File: config.mk
export PLATFORM = sky130hd
export DESIGN_NAME = oat_cell
export DESIGN_NICKNAME = d
export VERILOG_FILES = /design/src/hw/rtl/oat_pkg.sv /design/src/hw/rtl/oat_cell.sv
export SDC_FILE = /design/constraint.sdc
export NUM_CORES = 1
export LEC_CHECK = 0
export BUFFER_PORTS_ARGS = -buffer_cell sky130_fd_sc_hd__buf_2
export CORE_MARGIN = 2
export CORE_UTILIZATION = 25
export CTS_BUF_LIST = sky130_fd_sc_hd__clkbuf_16
export CTS_CLUSTER_SIZE = 14
export DETAILED_ROUTE_END_ITERATION = 12
export PLACE_DENSITY_LB_ADDON = 0.15
export SETUP_SLACK_MARGIN = 0.15
export SLEW_MARGIN = 0
export SYNTH_ARGS = -nofsm -noshare
export SYNTH_HDL_FRONTEND = slang
export SYNTH_SLANG_ARGS = --single-unit
export TNS_END_PERCENT = 30
File: constraint.sdc
create_clock -name clk -period 0.8 [get_ports clk]
set_input_delay 0.04 -clock clk [delete_from_list [all_inputs] [get_ports clk]]
set_output_delay 0.04 -clock clk [all_outputs]
set_load 0.02 [all_outputs]
File: src/hw/rtl/oat_pkg.sv
package oat_pkg;

    localparam int DEPTH_DEF = 64;

    localparam int REQ_W    = 3;
    localparam int ADDR_W   = 48;
    localparam int SIZE_W   = 48;
    localparam int TAG_W    = 32;
    localparam int RD_IDX_W = 6;
    localparam int STAT_W   = 2;

    // One table entry as it travels along the chain.
    typedef struct packed {
        logic [ADDR_W-1:0] addr;
        logic [SIZE_W-1:0] size;
        logic [TAG_W-1:0]  file;
        logic [TAG_W-1:0]  func;
        logic [TAG_W-1:0]  line;
    } entry_t;

    typedef enum logic [REQ_W-1:0] {
        REQ_TRACK  = 3'd0,
        REQ_MODIFY = 3'd1,
        REQ_REMOVE = 3'd2,
        REQ_CLEAR  = 3'd3,
        REQ_READ   = 3'd4
    } req_t;

    typedef enum logic [STAT_W-1:0] {
        ST_OK        = 2'd0,
        ST_NOT_FOUND = 2'd1,
        ST_FULL      = 2'd2,
        ST_BAD_INDEX = 2'd3
    } status_t;

    typedef enum logic [1:0] {
        FSM_IDLE,
        FSM_SCAN,
        FSM_FILL
    } fsm_t;

    // Control handed from the controller to the chain of cells.
    typedef struct packed {
        logic   shift;
        entry_t tail;
    } chain_ctl_t;

endpackage

File: src/hw/rtl/oat_cell.sv
module oat_cell
(
    input  logic           clk,
    input  logic           shift,
    input  oat_pkg::entry_t d_in,
    output oat_pkg::entry_t q
);

    oat_pkg::entry_t entry_reg;
    oat_pkg::entry_t entry_next;

    always_comb
    begin
        entry_next = entry_reg;
        if (shift)
        begin
            entry_next = d_in;
        end
    end

    always_ff @(posedge clk)
    begin
        entry_reg <= entry_next;
    end

    assign q = entry_reg;

endmodule

==> results by group, run 1 <==
Die
  • Die Y: 156 um
  • Num ports: 386
  • Rows: 55
  • Starting density of the core: 0.255
  • DIE WIDTH: 156 um

Yosys
  • Register area share after synthesis: 1.00
  • Syn Nets: 386
  • Top cell type by total area after synthesis: edfxtp_1
  • Share of the synthesized area in the top cell type: 1.00
  • Area of the mapped netlist: 5770 sq um
  • Yosys reg bits: 192
  • Top post-synthesis cells by area: edfxtp_1 (100%)
  • Synth top cells by count: edfxtp_1 (192)
  • Synth cell types: 1
  • Number of flops mapped to enable cells by yosys: 192
  • Synthesis Warnings: 0
  • Cell with the most instances after synthesis: edfxtp_1
  • Main synth FF type: edfxtp_1
  • Synthesized instance count: 192
  • Post-synth ARST share: 0
  • Syn avg cell area: 30.0 sq um

Placed design
  • DP HPWL: 12.2 mm
  • Buffers on Ports: 385
  • GP Congestion: 0.749

Clock network
  • Post-cts sizing count: 92
  • CTS Sinks: 192
  • Hold Buf Count CTS: 183
  • Setup repair bufs after CTS: 0
  • Htree depth: 4
  • CTS Buf Count: 17
  • Max Buffers Root-to-Sink: 2
  • Root Buffer: clkbuf_16

Run status
  • Last stage reached: clock tree synthesis
  • Status: did not finish
  • Error: [ERROR RSZ-0060] Max buffer count reached.
==> cell families after synthesis <==
kind of cell	after synthesis	share of synthesized area
DFF	192	1.00
==> metrics by stage <==
step | setup slack, ns | TNS, ns | hold WS, ns | instances | instance area (sq um)
3_3_place_gp | -0.0747 | -9.81 | 0.217 | 878 | 8230
3_5_place_dp | -0.0722 | -9.37 | 0.218 | 878 | 8230
2_1_floorplan | 0.311 | 0 | 0.139 | 192 | 5770
==> inputs of run 2 (changes only) <==
--- a/config.mk
+++ b/config.mk
@@ -7,12 +7,9 @@
 export LEC_CHECK = 0
 export BUFFER_PORTS_ARGS = -buffer_cell sky130_fd_sc_hd__buf_2
 export CORE_MARGIN = 2
-export CORE_UTILIZATION = 25
-export CTS_BUF_LIST = sky130_fd_sc_hd__clkbuf_16
-export CTS_CLUSTER_SIZE = 14
+export CORE_UTILIZATION = 20
 export DETAILED_ROUTE_END_ITERATION = 12
 export PLACE_DENSITY_LB_ADDON = 0.15
-export SETUP_SLACK_MARGIN = 0.15
 export SLEW_MARGIN = 0
 export SYNTH_ARGS = -nofsm -noshare
 export SYNTH_HDL_FRONTEND = slang
==> results by group, run 2 <==
Die
  • Num ports: 386 (unchanged)
  • Starting density of the core: 0.202 (-0.0527)
  • Die area: 30200 sq um
  • Core area: 28500 sq um
  • Die Y: 174 um (+12%)
  • DIE WIDTH: 174 um (+12%)
  • Rows: 62 (+13%)

STA
  • Period utilization: 1.31
  • Final hold vios: 0
  • Final setup margin: -0.251 ns
  • Pins over their slew limit: 0
  • Hold Slack: 0.0770 ns
  • Fin crit period: 1.05 ns
  • Max-slew headroom: 0.808
  • Fmax: 952 MHz
  • Slew of the pin with the lowest slew margin: 0.288 ns
  • Final Setup Violations: 192
  • RSZ-0062 raised after global routing: yes

Worst setup path
  • Critical-path cell list: buf_6
  • Crit path max-delay family: flip-flops
  • CP arrival: 1.01 ns
  • Critical path type: register to primary output
  • Slowest stage delay, CP: 0.42 ns
  • CP Max Fanout: 1
  • Worst Path Required: 0.76 ns
  • CP bufs+invs: 1
  • Startpoint Class: register
  • Slowest cell on crit path: edfxtp_1
  • Crit path capture type: primary output

Yosys
  • Synthesis Warnings: 0 (unchanged)
  • Synth cell types: 1 (unchanged)
  • Yosys reg bits: 192 (unchanged)
  • Area of the mapped netlist: 5770 sq um (unchanged)
  • Syn Nets: 386 (unchanged)
  • Post-synth ARST share: 0 (unchanged)
  • Register area share after synthesis: 1.00 (unchanged)
  • Synth top cells by count: edfxtp_1 (192)
  • Share of the synthesized area in the top cell type: 1.00 (unchanged)
  • Main synth FF type: edfxtp_1
  • Syn avg cell area: 30.0 sq um (unchanged)
  • Top cell type by total area after synthesis: edfxtp_1
  • Cell with the most instances after synthesis: edfxtp_1
  • Synthesized instance count: 192 (unchanged)
  • Number of flops mapped to enable cells by yosys: 192 (unchanged)
  • Top post-synthesis cells by area: edfxtp_1 (100%)

Run status
  • Status: finished, violations left
  • Failing checks: negative setup slack

Global route
  • Vias in the first global route: 4822
  • GRT Total Usage: 0.112
  • Initial antenna violation count: 3
  • Largest net degree at the start of global routing: 50
  • GR Overflow Total: 0
  • First-pass GRT wire length: 25.9 mm

Placed design
  • GP Congestion: 0.776 (+3.7%)
  • Post-DP Area: 8380 sq um (+1.9%)
  • DP HPWL: 11.8 mm (-3.1%)
  • Buffers on Ports: 385 (unchanged)

Clock network
  • CTS clock-pin slew for the worst setup and hold paths: 0.08 ns
  • TritonCTS clock tree: built
  • Htree depth: 4 (unchanged)
  • CTS Sinks: 192 (unchanged)
  • Root Buffer: clkbuf_16
  • CTS Buf Count: 17 (unchanged)
  • Setup repair bufs after CTS: 0 (unchanged)
  • Max Buffers Root-to-Sink: 2 (unchanged)

Routing
  • Antenna Nets Post-Route: 0
  • Drt total wl: 17.1 mm
  • Drt wl/cell: 14.1 um
  • # DRC: 0
  • Avg Vias per Cell: 3.56
  • Vias post-DR: 4303
  • Number of DRC markers in iteration 0: 106
  • First-pass DRT Iterations: 4

Flow run
  • Max Cap Viol: 0

Pwr
  • Pleak: 4.79 nW
  • Worst VDD drop: 0.000942 V
  • Pwr/cell area: 2180 nW/um^2
  • Power Total: 24.9 mW

Final layout
  • Layout cells sized above 1: 0.532
  • Fill count: 2670
  • Multi-input logic area: 0 sq um
  • Nets@finish: 1004
  • Final instance area: 11400 sq um
  • Commonest cells after routing, fill and taps aside: buf_2 (304), dlygate4sd3_1 (192), edfxtp_1 (192)
  • P&R area growth vs syn: 98.3%
  • Max reg flops: 192
  • Multi-input gates: 0
  • Commonest non-fill, non-tap cell in the layout: buf_2

Worst hold path
  • Hold WC Path Type: input port to register
[run 2: cell type report]
class / count / area (sq um) / area share
clock buffer: 18 / 429 / 0.0375
antenna: 3 / 7.51 / 0.000657
clock inverter: 14 / 190 / 0.0166
tap: 384 / 480 / 0.0420
timing repair buffer: 599 / 4560 / 0.399
sequential: 192 / 5770 / 0.504
[run 2: final timing paths]
check,slack (ns),start,depth (start not counted),endpoint
min,0.08,shift,2,q[42]
max,-0.25,q[180],1,q[180]
[run 2: timing repair]
action,in CTS,in global routing
endpoints found under the hold margin,192,0
endpoints found under the setup margin,192,192
pin swaps,0,0
resized for setup,96,67
hold buffers,192,0
[run 2: cells by family after synthesis]
logic type,Yosys count,synth area share
flops,192,1.00
[run 2: where the power goes]
part | leakage (nW) | switching (mW) | internal (mW)
sequential | 1.88 | 0.265 | 11.9
clock | 0.303 | 4.17 | 4.81
combinational | 2.61 | 1.81 | 1.89
total | 4.79 | 6.24 | 18.7
[run 2: routing by layer]
layer  vias to the layer above  GRT usage  routed length [um]
met5                         -          0                   0
met4                         0     0.0361                 223
met3                        16     0.0555                1890
met2                       242      0.192                8600
met1                      2017      0.120                6380
li1                       2028          -                   -
[run 2: metrics by stage]
step / TNS [ns] / utilization / std cells / setup slack (ns)
floorplan: 0 / - / 192 / 0.311
global placement: -6.76 / 0.294 / 983 / -0.0736
detailed placement: -9.37 / 0.294 / 983 / -0.0799
CTS: -43.96 / 0.393 / 1207 / -0.298
global route: -48.40 / 0.400 / 1209 / -0.302
finish: -37.55 / 0.401 / 1210 / -0.251
No activity file was read; power rests on OpenSTA's default activity.
