[config.mk]
export PLATFORM = sky130hd
export DESIGN_NAME = oat_ctrl
export DESIGN_NICKNAME = d
export VERILOG_FILES = /design/src/hw/rtl/oat_pkg.sv /design/src/hw/rtl/oat_ctrl.sv
export SDC_FILE = /design/constraint.sdc
export NUM_CORES = 2
export LEC_CHECK = 0
export ABC_AREA = 1
export ABC_CLOCK_PERIOD_IN_PS = 27100
export BUFFER_PORTS_ARGS = -buffer_cell sky130_fd_sc_hd__buf_2
export CAP_MARGIN = 20
export CORE_AREA = 5 5 327 329
export CTS_BUF_LIST = sky130_fd_sc_hd__clkbuf_4 sky130_fd_sc_hd__clkbuf_8
export DETAILED_ROUTE_END_ITERATION = 8
export DIE_AREA = 0 0 332 334
export GPL_ROUTABILITY_DRIVEN = 1
export SLEW_MARGIN = 0
export SYNTH_ARGS = -nofsm -noshare
export SYNTH_HDL_FRONTEND = slang
export SYNTH_SLANG_ARGS = --single-unit
[constraint.sdc]
create_clock -name clk -period 27.1 [get_ports clk]
set_input_delay 0 -clock clk [delete_from_list [all_inputs] [get_ports clk]]
set_output_delay 0 -clock clk [all_outputs]
set_load 0.005 [all_outputs]
[src/hw/rtl/oat_pkg.sv]
package oat_pkg;

    localparam int DEPTH_DEF = 64;

    localparam int REQ_W    = 3;
    localparam int ADDR_W   = 48;
    localparam int SIZE_W   = 48;
    localparam int TAG_W    = 32;
    localparam int RD_IDX_W = 6;
    localparam int STAT_W   = 2;

    // One table entry as it travels along the chain.
    typedef struct packed {
        logic [ADDR_W-1:0] addr;
        logic [SIZE_W-1:0] size;
        logic [TAG_W-1:0]  file;
        logic [TAG_W-1:0]  func;
        logic [TAG_W-1:0]  line;
    } entry_t;

    typedef enum logic [REQ_W-1:0] {
        REQ_TRACK  = 3'd0,
        REQ_MODIFY = 3'd1,
        REQ_REMOVE = 3'd2,
        REQ_CLEAR  = 3'd3,
        REQ_READ   = 3'd4
    } req_t;

    typedef enum logic [STAT_W-1:0] {
        ST_OK        = 2'd0,
        ST_NOT_FOUND = 2'd1,
        ST_FULL      = 2'd2,
        ST_BAD_INDEX = 2'd3
    } status_t;

    typedef enum logic [1:0] {
        FSM_IDLE,
        FSM_SCAN,
        FSM_FILL
    } fsm_t;

    // Control handed from the controller to the chain of cells.
    typedef struct packed {
        logic   shift;
        entry_t tail;
    } chain_ctl_t;

endpackage

[src/hw/rtl/oat_ctrl.sv]
module oat_ctrl #(
    parameter int TABLE_DEPTH = oat_pkg::DEPTH_DEF,
    parameter int CNT_W       = $clog2(TABLE_DEPTH + 1)
)
(
    input  logic                          clk,
    input  logic                          rst_n,
    input  logic                          start,
    output logic                          busy,
    input  logic [oat_pkg::REQ_W-1:0]     req_type,
    input  logic [oat_pkg::ADDR_W-1:0]    addr,
    input  logic [oat_pkg::ADDR_W-1:0]    new_addr,
    input  logic [oat_pkg::SIZE_W-1:0]    alloc_size,
    input  logic [oat_pkg::TAG_W-1:0]     file_tag,
    input  logic [oat_pkg::TAG_W-1:0]     func_tag,
    input  logic [oat_pkg::TAG_W-1:0]     line_no,
    input  logic [oat_pkg::RD_IDX_W-1:0]  read_index,
    input  oat_pkg::entry_t               head,
    output oat_pkg::chain_ctl_t           chain_ctl,
    output logic                          done,
    output logic [oat_pkg::STAT_W-1:0]    status,
    output logic [CNT_W-1:0]              entry_count,
    output oat_pkg::entry_t               rd_entry
);

    localparam int IDX_W = $clog2(TABLE_DEPTH);
    localparam int RW    = (CNT_W > oat_pkg::RD_IDX_W) ? CNT_W : oat_pkg::RD_IDX_W;

    oat_pkg::fsm_t                  state_reg;
    oat_pkg::fsm_t                  state_next;
    logic [IDX_W-1:0]               step_reg;
    logic [CNT_W-1:0]               count_reg;
    logic                           found_reg;
    logic                           done_reg;
    logic [oat_pkg::STAT_W-1:0]     status_reg;

    logic [oat_pkg::REQ_W-1:0]      req_reg;
    logic [oat_pkg::ADDR_W-1:0]     key_reg;
    oat_pkg::entry_t                new_reg;
    logic [oat_pkg::RD_IDX_W-1:0]   idx_reg;
    logic [IDX_W-1:0]               hit_reg;
    oat_pkg::entry_t                last_reg;
    oat_pkg::entry_t                rd_reg;

    logic                           accept;
    logic [CNT_W-1:0]               step_c;
    logic                           in_range;
    logic                           match;
    logic                           found_now;
    logic                           last_step;
    logic                           read_ok;
    logic                           read_here;
    oat_pkg::entry_t                feedback;

    assign accept    = start && (state_reg == oat_pkg::FSM_IDLE);
    assign step_c    = CNT_W'(step_reg);
    assign in_range  = step_c < count_reg;
    assign match     = in_range && (head.addr == key_reg);
    assign found_now = found_reg || match;
    assign last_step = step_reg == IDX_W'(TABLE_DEPTH - 1);
    assign read_ok   = RW'(idx_reg) < RW'(count_reg);
    assign read_here = read_ok && (RW'(idx_reg) == RW'(step_reg));

    // Next state.
    always_comb
    begin
        state_next = state_reg;
        case (state_reg)
            oat_pkg::FSM_IDLE:
            begin
                if (start)
                begin
                    case (req_type)
                        oat_pkg::REQ_TRACK,
                        oat_pkg::REQ_MODIFY,
                        oat_pkg::REQ_REMOVE,
                        oat_pkg::REQ_READ:
                            state_next = oat_pkg::FSM_SCAN;
                        default:
                            state_next = oat_pkg::FSM_IDLE;
                    endcase
                end
            end
            oat_pkg::FSM_SCAN:
            begin
                if (last_step)
                begin
                    if ((req_reg == oat_pkg::REQ_REMOVE) && found_now)
                    begin
                        state_next = oat_pkg::FSM_FILL;
                    end
                    else
                    begin
                        state_next = oat_pkg::FSM_IDLE;
                    end
                end
            end
            oat_pkg::FSM_FILL:
            begin
                if (last_step)
                begin
                    state_next = oat_pkg::FSM_IDLE;
                end
            end
            default:
                state_next = oat_pkg::FSM_IDLE;
        endcase
    end

    // Outputs: the entry fed back into the tail of the ring, busy and the shift enable.
    always_comb
    begin
        feedback = head;
        case (state_reg)
            oat_pkg::FSM_SCAN:
            begin
                case (req_reg)
                    oat_pkg::REQ_TRACK:
                    begin
                        // The free slot sits at the position equal to the count.
                        if (step_c == count_reg)
                        begin
                            feedback = new_reg;
                        end
                    end
                    oat_pkg::REQ_MODIFY:
                    begin
                        if (match && !found_reg)
                        begin
                            feedback = new_reg;
                        end
                    end
                    default:
                        feedback = head;
                endcase
            end
            oat_pkg::FSM_FILL:
            begin
                // Second lap of a remove: the last entry fills the hole.
                if (step_reg == hit_reg)
                begin
                    feedback = last_reg;
                end
            end
            default:
                feedback = head;
        endcase
        busy            = state_reg != oat_pkg::FSM_IDLE;
        chain_ctl.shift = (state_reg == oat_pkg::FSM_SCAN) || (state_reg == oat_pkg::FSM_FILL);
        chain_ctl.tail  = feedback;
    end

    always_ff @(posedge clk or negedge rst_n)
    begin
        if (!rst_n)
        begin
            state_reg  <= oat_pkg::FSM_IDLE;
            step_reg   <= '0;
            count_reg  <= '0;
            found_reg  <= 1'b0;
            done_reg   <= 1'b0;
            status_reg <= oat_pkg::ST_OK;
        end
        else
        begin
            state_reg <= state_next;
            case (state_reg)
                oat_pkg::FSM_IDLE:
                begin
                    if (accept)
                    begin
                        step_reg  <= '0;
                        found_reg <= 1'b0;
                        case (req_type)
                            oat_pkg::REQ_TRACK,
                            oat_pkg::REQ_MODIFY,
                            oat_pkg::REQ_REMOVE,
                            oat_pkg::REQ_READ:
                                done_reg <= 1'b0;
                            oat_pkg::REQ_CLEAR:
                            begin
                                count_reg  <= '0;
                                status_reg <= oat_pkg::ST_OK;
                                done_reg   <= 1'b1;
                            end
                            default:
                            begin
                                status_reg <= oat_pkg::ST_OK;
                                done_reg   <= 1'b1;
                            end
                        endcase
                    end
                    else
                    begin
                        done_reg <= 1'b0;
                    end
                end
                oat_pkg::FSM_SCAN:
                begin
                    // The step wraps at the end of a lap so the ring stays aligned.
                    step_reg <= last_step ? '0 : step_reg + 1'b1;
                    if (match)
                    begin
                        found_reg <= 1'b1;
                    end
                    if (last_step)
                    begin
                        case (req_reg)
                            oat_pkg::REQ_TRACK:
                            begin
                                done_reg <= 1'b1;
                                if (count_reg == CNT_W'(TABLE_DEPTH))
                                begin
                                    status_reg <= oat_pkg::ST_FULL;
                                end
                                else
                                begin
                                    status_reg <= oat_pkg::ST_OK;
                                    count_reg  <= count_reg + 1'b1;
                                end
                            end
                            oat_pkg::REQ_MODIFY:
                            begin
                                done_reg   <= 1'b1;
                                status_reg <= found_now ? oat_pkg::ST_OK : oat_pkg::ST_NOT_FOUND;
                            end
                            oat_pkg::REQ_REMOVE:
                            begin
                                if (!found_now)
                                begin
                                    done_reg   <= 1'b1;
                                    status_reg <= oat_pkg::ST_NOT_FOUND;
                                end
                                else
                                begin
                                    done_reg <= 1'b0;
                                end
                            end
                            default:
                            begin
                                done_reg   <= 1'b1;
                                status_reg <= read_ok ? oat_pkg::ST_OK : oat_pkg::ST_BAD_INDEX;
                            end
                        endcase
                    end
                    else
                    begin
                        done_reg <= 1'b0;
                    end
                end
                oat_pkg::FSM_FILL:
                begin
                    step_reg <= last_step ? '0 : step_reg + 1'b1;
                    if (last_step)
                    begin
                        count_reg  <= count_reg - 1'b1;
                        status_reg <= oat_pkg::ST_OK;
                        done_reg   <= 1'b1;
                    end
                    else
                    begin
                        done_reg <= 1'b0;
                    end
                end
                default:
                    done_reg <= 1'b0;
            endcase
        end
    end

    always_ff @(posedge clk)
    begin
        if (accept)
        begin
            req_reg       <= req_type;
            key_reg       <= addr;
            new_reg.addr  <= (req_type == oat_pkg::REQ_MODIFY) ? new_addr : addr;
            new_reg.size  <= alloc_size;
            new_reg.file  <= file_tag;
            new_reg.func  <= func_tag;
            new_reg.line  <= line_no;
            idx_reg       <= read_index;
            rd_reg        <= '0;
        end
        else if (state_reg == oat_pkg::FSM_SCAN)
        begin
            if (match && !found_reg)
            begin
                hit_reg <= step_reg;
            end
            if (step_c == count_reg - 1'b1)
            begin
                last_reg <= head;
            end
            if ((req_reg == oat_pkg::REQ_READ) && read_here)
            begin
                rd_reg <= head;
            end
        end
    end

    assign done        = done_reg;
    assign status      = status_reg;
    assign entry_count = count_reg;
    assign rd_entry    = rd_reg;

endmodule

After elaboration in Yosys (flattened, before gate mapping)
Cells that the tools add are included.
Widths: inputs -> output; s select.
{"block": "op_classes", "muxes": 41, "magnitude_cmp": 2, "eq_ne": 26, "n_bitwise": 1, "n_reduce_logical": 26, "add_sub_neg": 3}
{"op": "$pmux 192 s2", "n": 2}
{"op": "$mux 192", "n": 3}
{"op": "$eq 48x48->1", "n": 1}
{"op": "$mux 48", "n": 1}
{"op": "$mux 7", "n": 6}
{"op": "$pmux 7 s3", "n": 1}
{"op": "$mux 2", "n": 10}
{"op": "$pmux 2 s3", "n": 3}
{"op": "$eq 6x7->1", "n": 2}
{"op": "$lt 6x7->1", "n": 2}
{"op": "$ne 2x2->1 const B", "n": 7}
{"op": "$eq 6x6->1", "n": 2}
{"op": "$mux 6", "n": 2}
{"op": "$pmux 6 s2", "n": 1}
{"op": "$reduce_and 3->1", "n": 4}
{"op": "$mux 1", "n": 10}
{"op": "$eq 3x2->1 const B", "n": 3}
{"op": "$add 7x1->7 const B", "n": 1}
{"op": "$eq 7x7->1 const B", "n": 1}
{"op": "$reduce_and 7->1", "n": 1}
{"op": "$sub 7x1->7 const B", "n": 1}
{"op": "$add 6x1->6 const B", "n": 1}
{"op": "$eq 3x1->1 const B", "n": 2}
{"op": "$eq 3x3->1 const B", "n": 2}
{"op": "19 further kinds", "n": 30}
{"block": "word_totals", "in_bits": 444, "wordCells": 124, "register_bits": 658, "output_inout_bits": 396}

Logic depth before layout (Yosys ltp)
{"block": "depth", "word_depth": 7, "depth_mapped": 17, "depth_no_buf": 15}

Worst setup path after synthesis
Ideal clock, no wire load.
{"block": "synth_timing", "kind": "register to register", "start": "register count_reg[2] (netlist: entry_count[2])", "end": "register last_reg[0] (netlist name), enable pin", "synth_period_minus_slack_ns": 20.755, "path_buffers": 1, "path_stages_with_launch": 8, "t_arrival_ns": 19.540, "t_required_ns": 25.885, "setup_ns": 1.215, "slack_ns": 6.345, "cell_sequence": "dfrtp_1 > clkbuf_1 > nor2_1 > nand2_1 > nor3_1 > xor2_1 > nor2_1 > nor4_1"}
{"block": "synth_via", "elab_chain_len": 3}
{"element": "start, declared", "line": "oat_ctrl.sv:32", "text": "logic [CNT_W-1:0] count_reg;"}
{"element": "start signal, assigned", "line": "oat_ctrl.sv:219", "text": "count_reg <= count_reg + 1'b1;"}
{"element": "start signal, assigned", "line": "oat_ctrl.sv:256", "text": "count_reg <= count_reg - 1'b1;"}
{"element": "$sub 7x1->7", "line": "oat_ctrl.sv:291", "text": "if (step_c == count_reg - 1'b1)"}
{"element": "$eq 6x7->1", "line": "oat_ctrl.sv:291"}
{"element": "$reduce_and 3->1 (no line)"}
{"element": "end signal, assigned", "line": "oat_ctrl.sv:293", "text": "last_reg <= head;"}
{"element": "end, declared", "line": "oat_ctrl.sv:42", "text": "oat_pkg::entry_t last_reg;"}
Every way passes these cells.
A chain may end at the register's enable or synchronous reset.

==> results.txt <==
The flow ran to the end, and the final reports show no timing, DRC or antenna violations. The worst setup path is of the flip-flop to primary output kind. In this run the static leakage power is 24.5 nW.

Summing every instance area after synthesis gives 0.0386 mm². In this run the remaining antenna-violating nets after routing total 0. The number of nets in the synthesized netlist is 5643. The logs give 658 for the count of clock tree sinks and 5180 for the synthesized netlist cell count. The met1 demand-to-capacity share in global routing is 37.7%, and the overall global routing resource usage is 29.2%. Synthesis instantiated 37 different standard cells from the library. The library cell used most frequently in the layout, excluding fill and tap cells, is sky130_fd_sc_hd__nand2_1. Internal power comes to 2.51 mW.

Measured against its own limit, the worst slew margin works out to 17.2%. The tools report the final-layout fill cell count as 9472. The share of the Yosys chip area taken by registers is 45.9%.

In the global route stage, met3 resource usage came out at 6.42%. The run gives 7133 as the final net count. TritonCTS built the clock tree. The predominant post-synthesis flop cell was sky130_fd_sc_hd__edfxtp_1. In this run switching power makes up 45.6% of total power. Setup repair after global routing left no endpoint under its margin. Final hold violation count: 0. The post-route netlist has 17.9% of its cells at a drive strength greater than 1. The slowest stage of the critical path belongs to the cell sky130_fd_sc_hd__buf_4.

The design draws 4.60 mW. Setup violations remaining at the end of the flow were counted as 0. The first-pass GRT wire length was 255000 µm.

The number of antenna violations at the first check in global routing was 11; the number of global-route vias before repair was 41100. The synthesized area per cell is 7.45 µm², and the logic gate share of total power is 48.6%. The count of buffers from port buffering is 839.

The total iterations of the first detailed-routing run came out at 8. Power spread over the standard cell area amounts to 83.6 mW/mm². The synthesis-to-finish area growth was 42.6%; the number of DRC violations after detailed-routing iteration 0 was 4900. The tools report the final weighted congestion in routability-driven placement as 0.877. The mux share of post-synthesis cell area works out to 1.40%. After detailed routing, the average wire length per cell comes to 20.9 µm. The tightest hold path in the finished design has a slack of 0.0852 ns. The floorplan step set the die width to 332 µm. The cell count after placement was 7033. The clock network accounts for 24.1% of the total power.

The clock period could shrink to 5.15 ns. The die area is 0.111 mm², and the quantity of gates resized following cts is 0. In this run the worst path has a maximum fanout of 129.

For this run, global-route usage on met2 was measured as 46.6%. Clock tree synthesis inserted a total of 132 buffers. Entering global routing, the biggest net connects 219 pins. The run gives 222 µV as the largest vdd supply drop. Of the total synthesized cell area, the portion taken by AND, OR, NAND and NOR gates is 21.2%. The compound-cell area share of the yosys netlist was 19.4%; the half-perimeter wire length after detailed placement was 103000 µm. The run gives 0.0541 ns as the final worst clock skew. The number of buffers added for setup after CTS is 0, and the post-route fraction of the period consumed by the critical path is 19.0%. Of the total synthesized cell area, the portion taken by XOR and XNOR cells is 0.839%. Across the run, the number of max-cap violations was 0. In this run, synthesis inferred 447 flip-flops with an integrated enable. The clock reaches the later pin of the worst-skew pair after 0.85 ns. Counting stages on the worst path, the most repeated cell is sky130_fd_sc_hd__nand2_1. At the worst endpoint, the arrival time is 5.15 ns. Synthesis inferred 658 register bits. For the worst setup path, the data required time is 27.10 ns. The clock root buffer was sky130_fd_sc_hd__clkbuf_8. STA classifies the critical path startpoint as a flip-flop. The tools report the I/O pin total as 840. The logs give 3 for the buffer depth of the longest clock path and 2.10 mW for the switching power.

The synthesis warning total was 0. After clock tree synthesis, the clock-pin slew on the worst setup and hold paths is 0.06 ns. The run gives 4 as the number of H-tree levels. In this design, the stage delay of the slowest critical-path cell is 0.82 ns. The effective utilization at floorplan is 37.4%. Registers are responsible for 27.3% of the overall power. The worst setup path is captured at a primary output. The run gives 118 as the number of placement rows. The floorplan step set the die height to 334 µm.

The mean number of vias per cell was 5.34. The overall via count from detail_route came out at 43700. The post-route DRC violation count came out at 0. For this run, asynchronously set or reset flops after synthesis account for 2.89%. By area, the combinational part of the netlist is dominated by simple AND/OR/NAND/NOR gates. The tools report the number of standard cells in the layout, taps in and fillers out as 8176. The highest clock frequency the design can meet is 194 MHz, and the transition time at the pin with the least slew margin is 1.24 ns.

The tools report the count of pins over their slew limit as 0. The final sum of negative setup slack was 0 ns. met2 is the most crowded layer. The path class of the tightest hold or removal check is input pin to flip-flop. The final wirelength was 171000 µm; the adder-cell area share of the yosys netlist was 0.616%. In the layout the commonest cells are sky130_fd_sc_hd__nand2_1, sky130_fd_sc_hd__dlygate4sd3_1, sky130_fd_sc_hd__buf_2. After floorplanning, the core was sized to cover 0.103 mm². The final global-route overflow total is 0, and the setup slack of the most critical reg-to-reg path is 22.83 ns. Walking the worst path, the cells encountered are inv_1 > ha_1 > nand2_1 > inv_1 > o21bai_1 > nand2_1 > nor2_1 > nand2_1 > nor2_4 > buf_12 > buf_4 > nand4_1 > nand3_1 > nand2_1 > nand2_1 > a21oi_1 > buf_2.
[path summary, 6_finish.rpt]
check,start,endpoint,cells after the start
min,addr[22],new_reg[166],3
max reg2reg,state_reg[1],rd_entry[166],10
min in group asynchronous,rst_n,entry_count[2],3
max,entry_count[4],chain_ctl[160],17
max in group asynchronous,rst_n,step_reg[1],3
min reg2reg,rd_entry[40],rd_entry[40],2
[through the flow]
stage	cell area [µm²]	setup WS, ns	util, %
final	55100	21.95	53.3
after global routing	55000	21.62	53.3
after CTS	55000	21.91	53.3
after detailed placement	43400	22.87	42.0
after global placement	43400	22.88	42.0
after floorplan	38600	6.34	-
[cell type report]
class / count / area, µm² / share of cell area, %
antenna: 15 / 37.5 / 0.0682
clock buffer: 200 / 2430 / 4.41
clock inverter: 45 / 387 / 0.702
inverter: 645 / 2460 / 4.47
multi-input combinational: 3465 / 16800 / 30.6
sequential: 658 / 17700 / 32.2
tap: 1380 / 1730 / 3.14
timing repair buffer: 1768 / 13400 / 24.4
[Yosys cell counts (101+ instances only)]
master                     count  share of area, %
sky130_fd_sc_hd__o21ai_0     281               3.6
sky130_fd_sc_hd__a21oi_1     782                10
sky130_fd_sc_hd__nor2_1      630               6.1
sky130_fd_sc_hd__nand4_1     196               3.2
sky130_fd_sc_hd__nand2_1     914               8.9
sky130_fd_sc_hd__dfxtp_1     192                10
sky130_fd_sc_hd__o21ai_1     125               1.6
sky130_fd_sc_hd__a211oi_1    193               3.8
sky130_fd_sc_hd__edfxtp_1    447                35
sky130_fd_sc_hd__clkbuf_1    275               2.7
sky130_fd_sc_hd__inv_1       610               5.9
sky130_fd_sc_hd__nand3_1     215               2.8
sky130_fd_sc_hd__buf_2       101               1.3
[critical path, delay by kind of cell, from the launching register on]
kind | cells | cell delay, ns
buffers and inverters | 5 | 1.69
adder cells (fa/ha/maj) | 1 | 0.35
AO/OA/AOI/OAI | 2 | 0.32
flip-flops | 1 | 0.45
AND/OR/NAND/NOR | 9 | 1.18
[timing repair]
action / 4_1_cts / 5_1_grt
hold buffers: 882 / 0
endpoints found under the hold margin: 712 / 0
setup endpoints to repair: 0 / 0
[routing by layer]
| layer | vias up | routed length [µm] |
|---|---|---|
| li1 | 20500 | - |
| met1 | 20200 | 67900 |
| met2 | 2578 | 77400 |
| met3 | 454 | 16500 |
| met4 | 4 | 9270 |
| met5 | - | 26 |
[power by group through the flow]
| stage | Sequential [mW] | Combinational [mW] | Clock (mW) |
|---|---|---|---|
| global placement | 1.27 | 2.07 | 0 |
| finish | 1.26 | 2.24 | 1.11 |
| CTS | 1.26 | 2.19 | 1.13 |
| global route | 1.27 | 2.44 | 1.18 |
| detailed placement | 1.28 | 2.08 | 0 |
| floorplan | 1.29 | 1.29 | 0 |
[cells by family (layout without fill, tap and decap cells)]
kind of cell / Yosys count / in the layout
simple gates: 1966 / 1966
fa+ha+maj: 19 / 19
buf+inv: 1057 / 2658
flops: 658 / 658
other cells: 0 / 15
mux: 48 / 48
xor+xnor: 37 / 37
compound gates: 1395 / 1395
(Power assumes the default switching activity.)
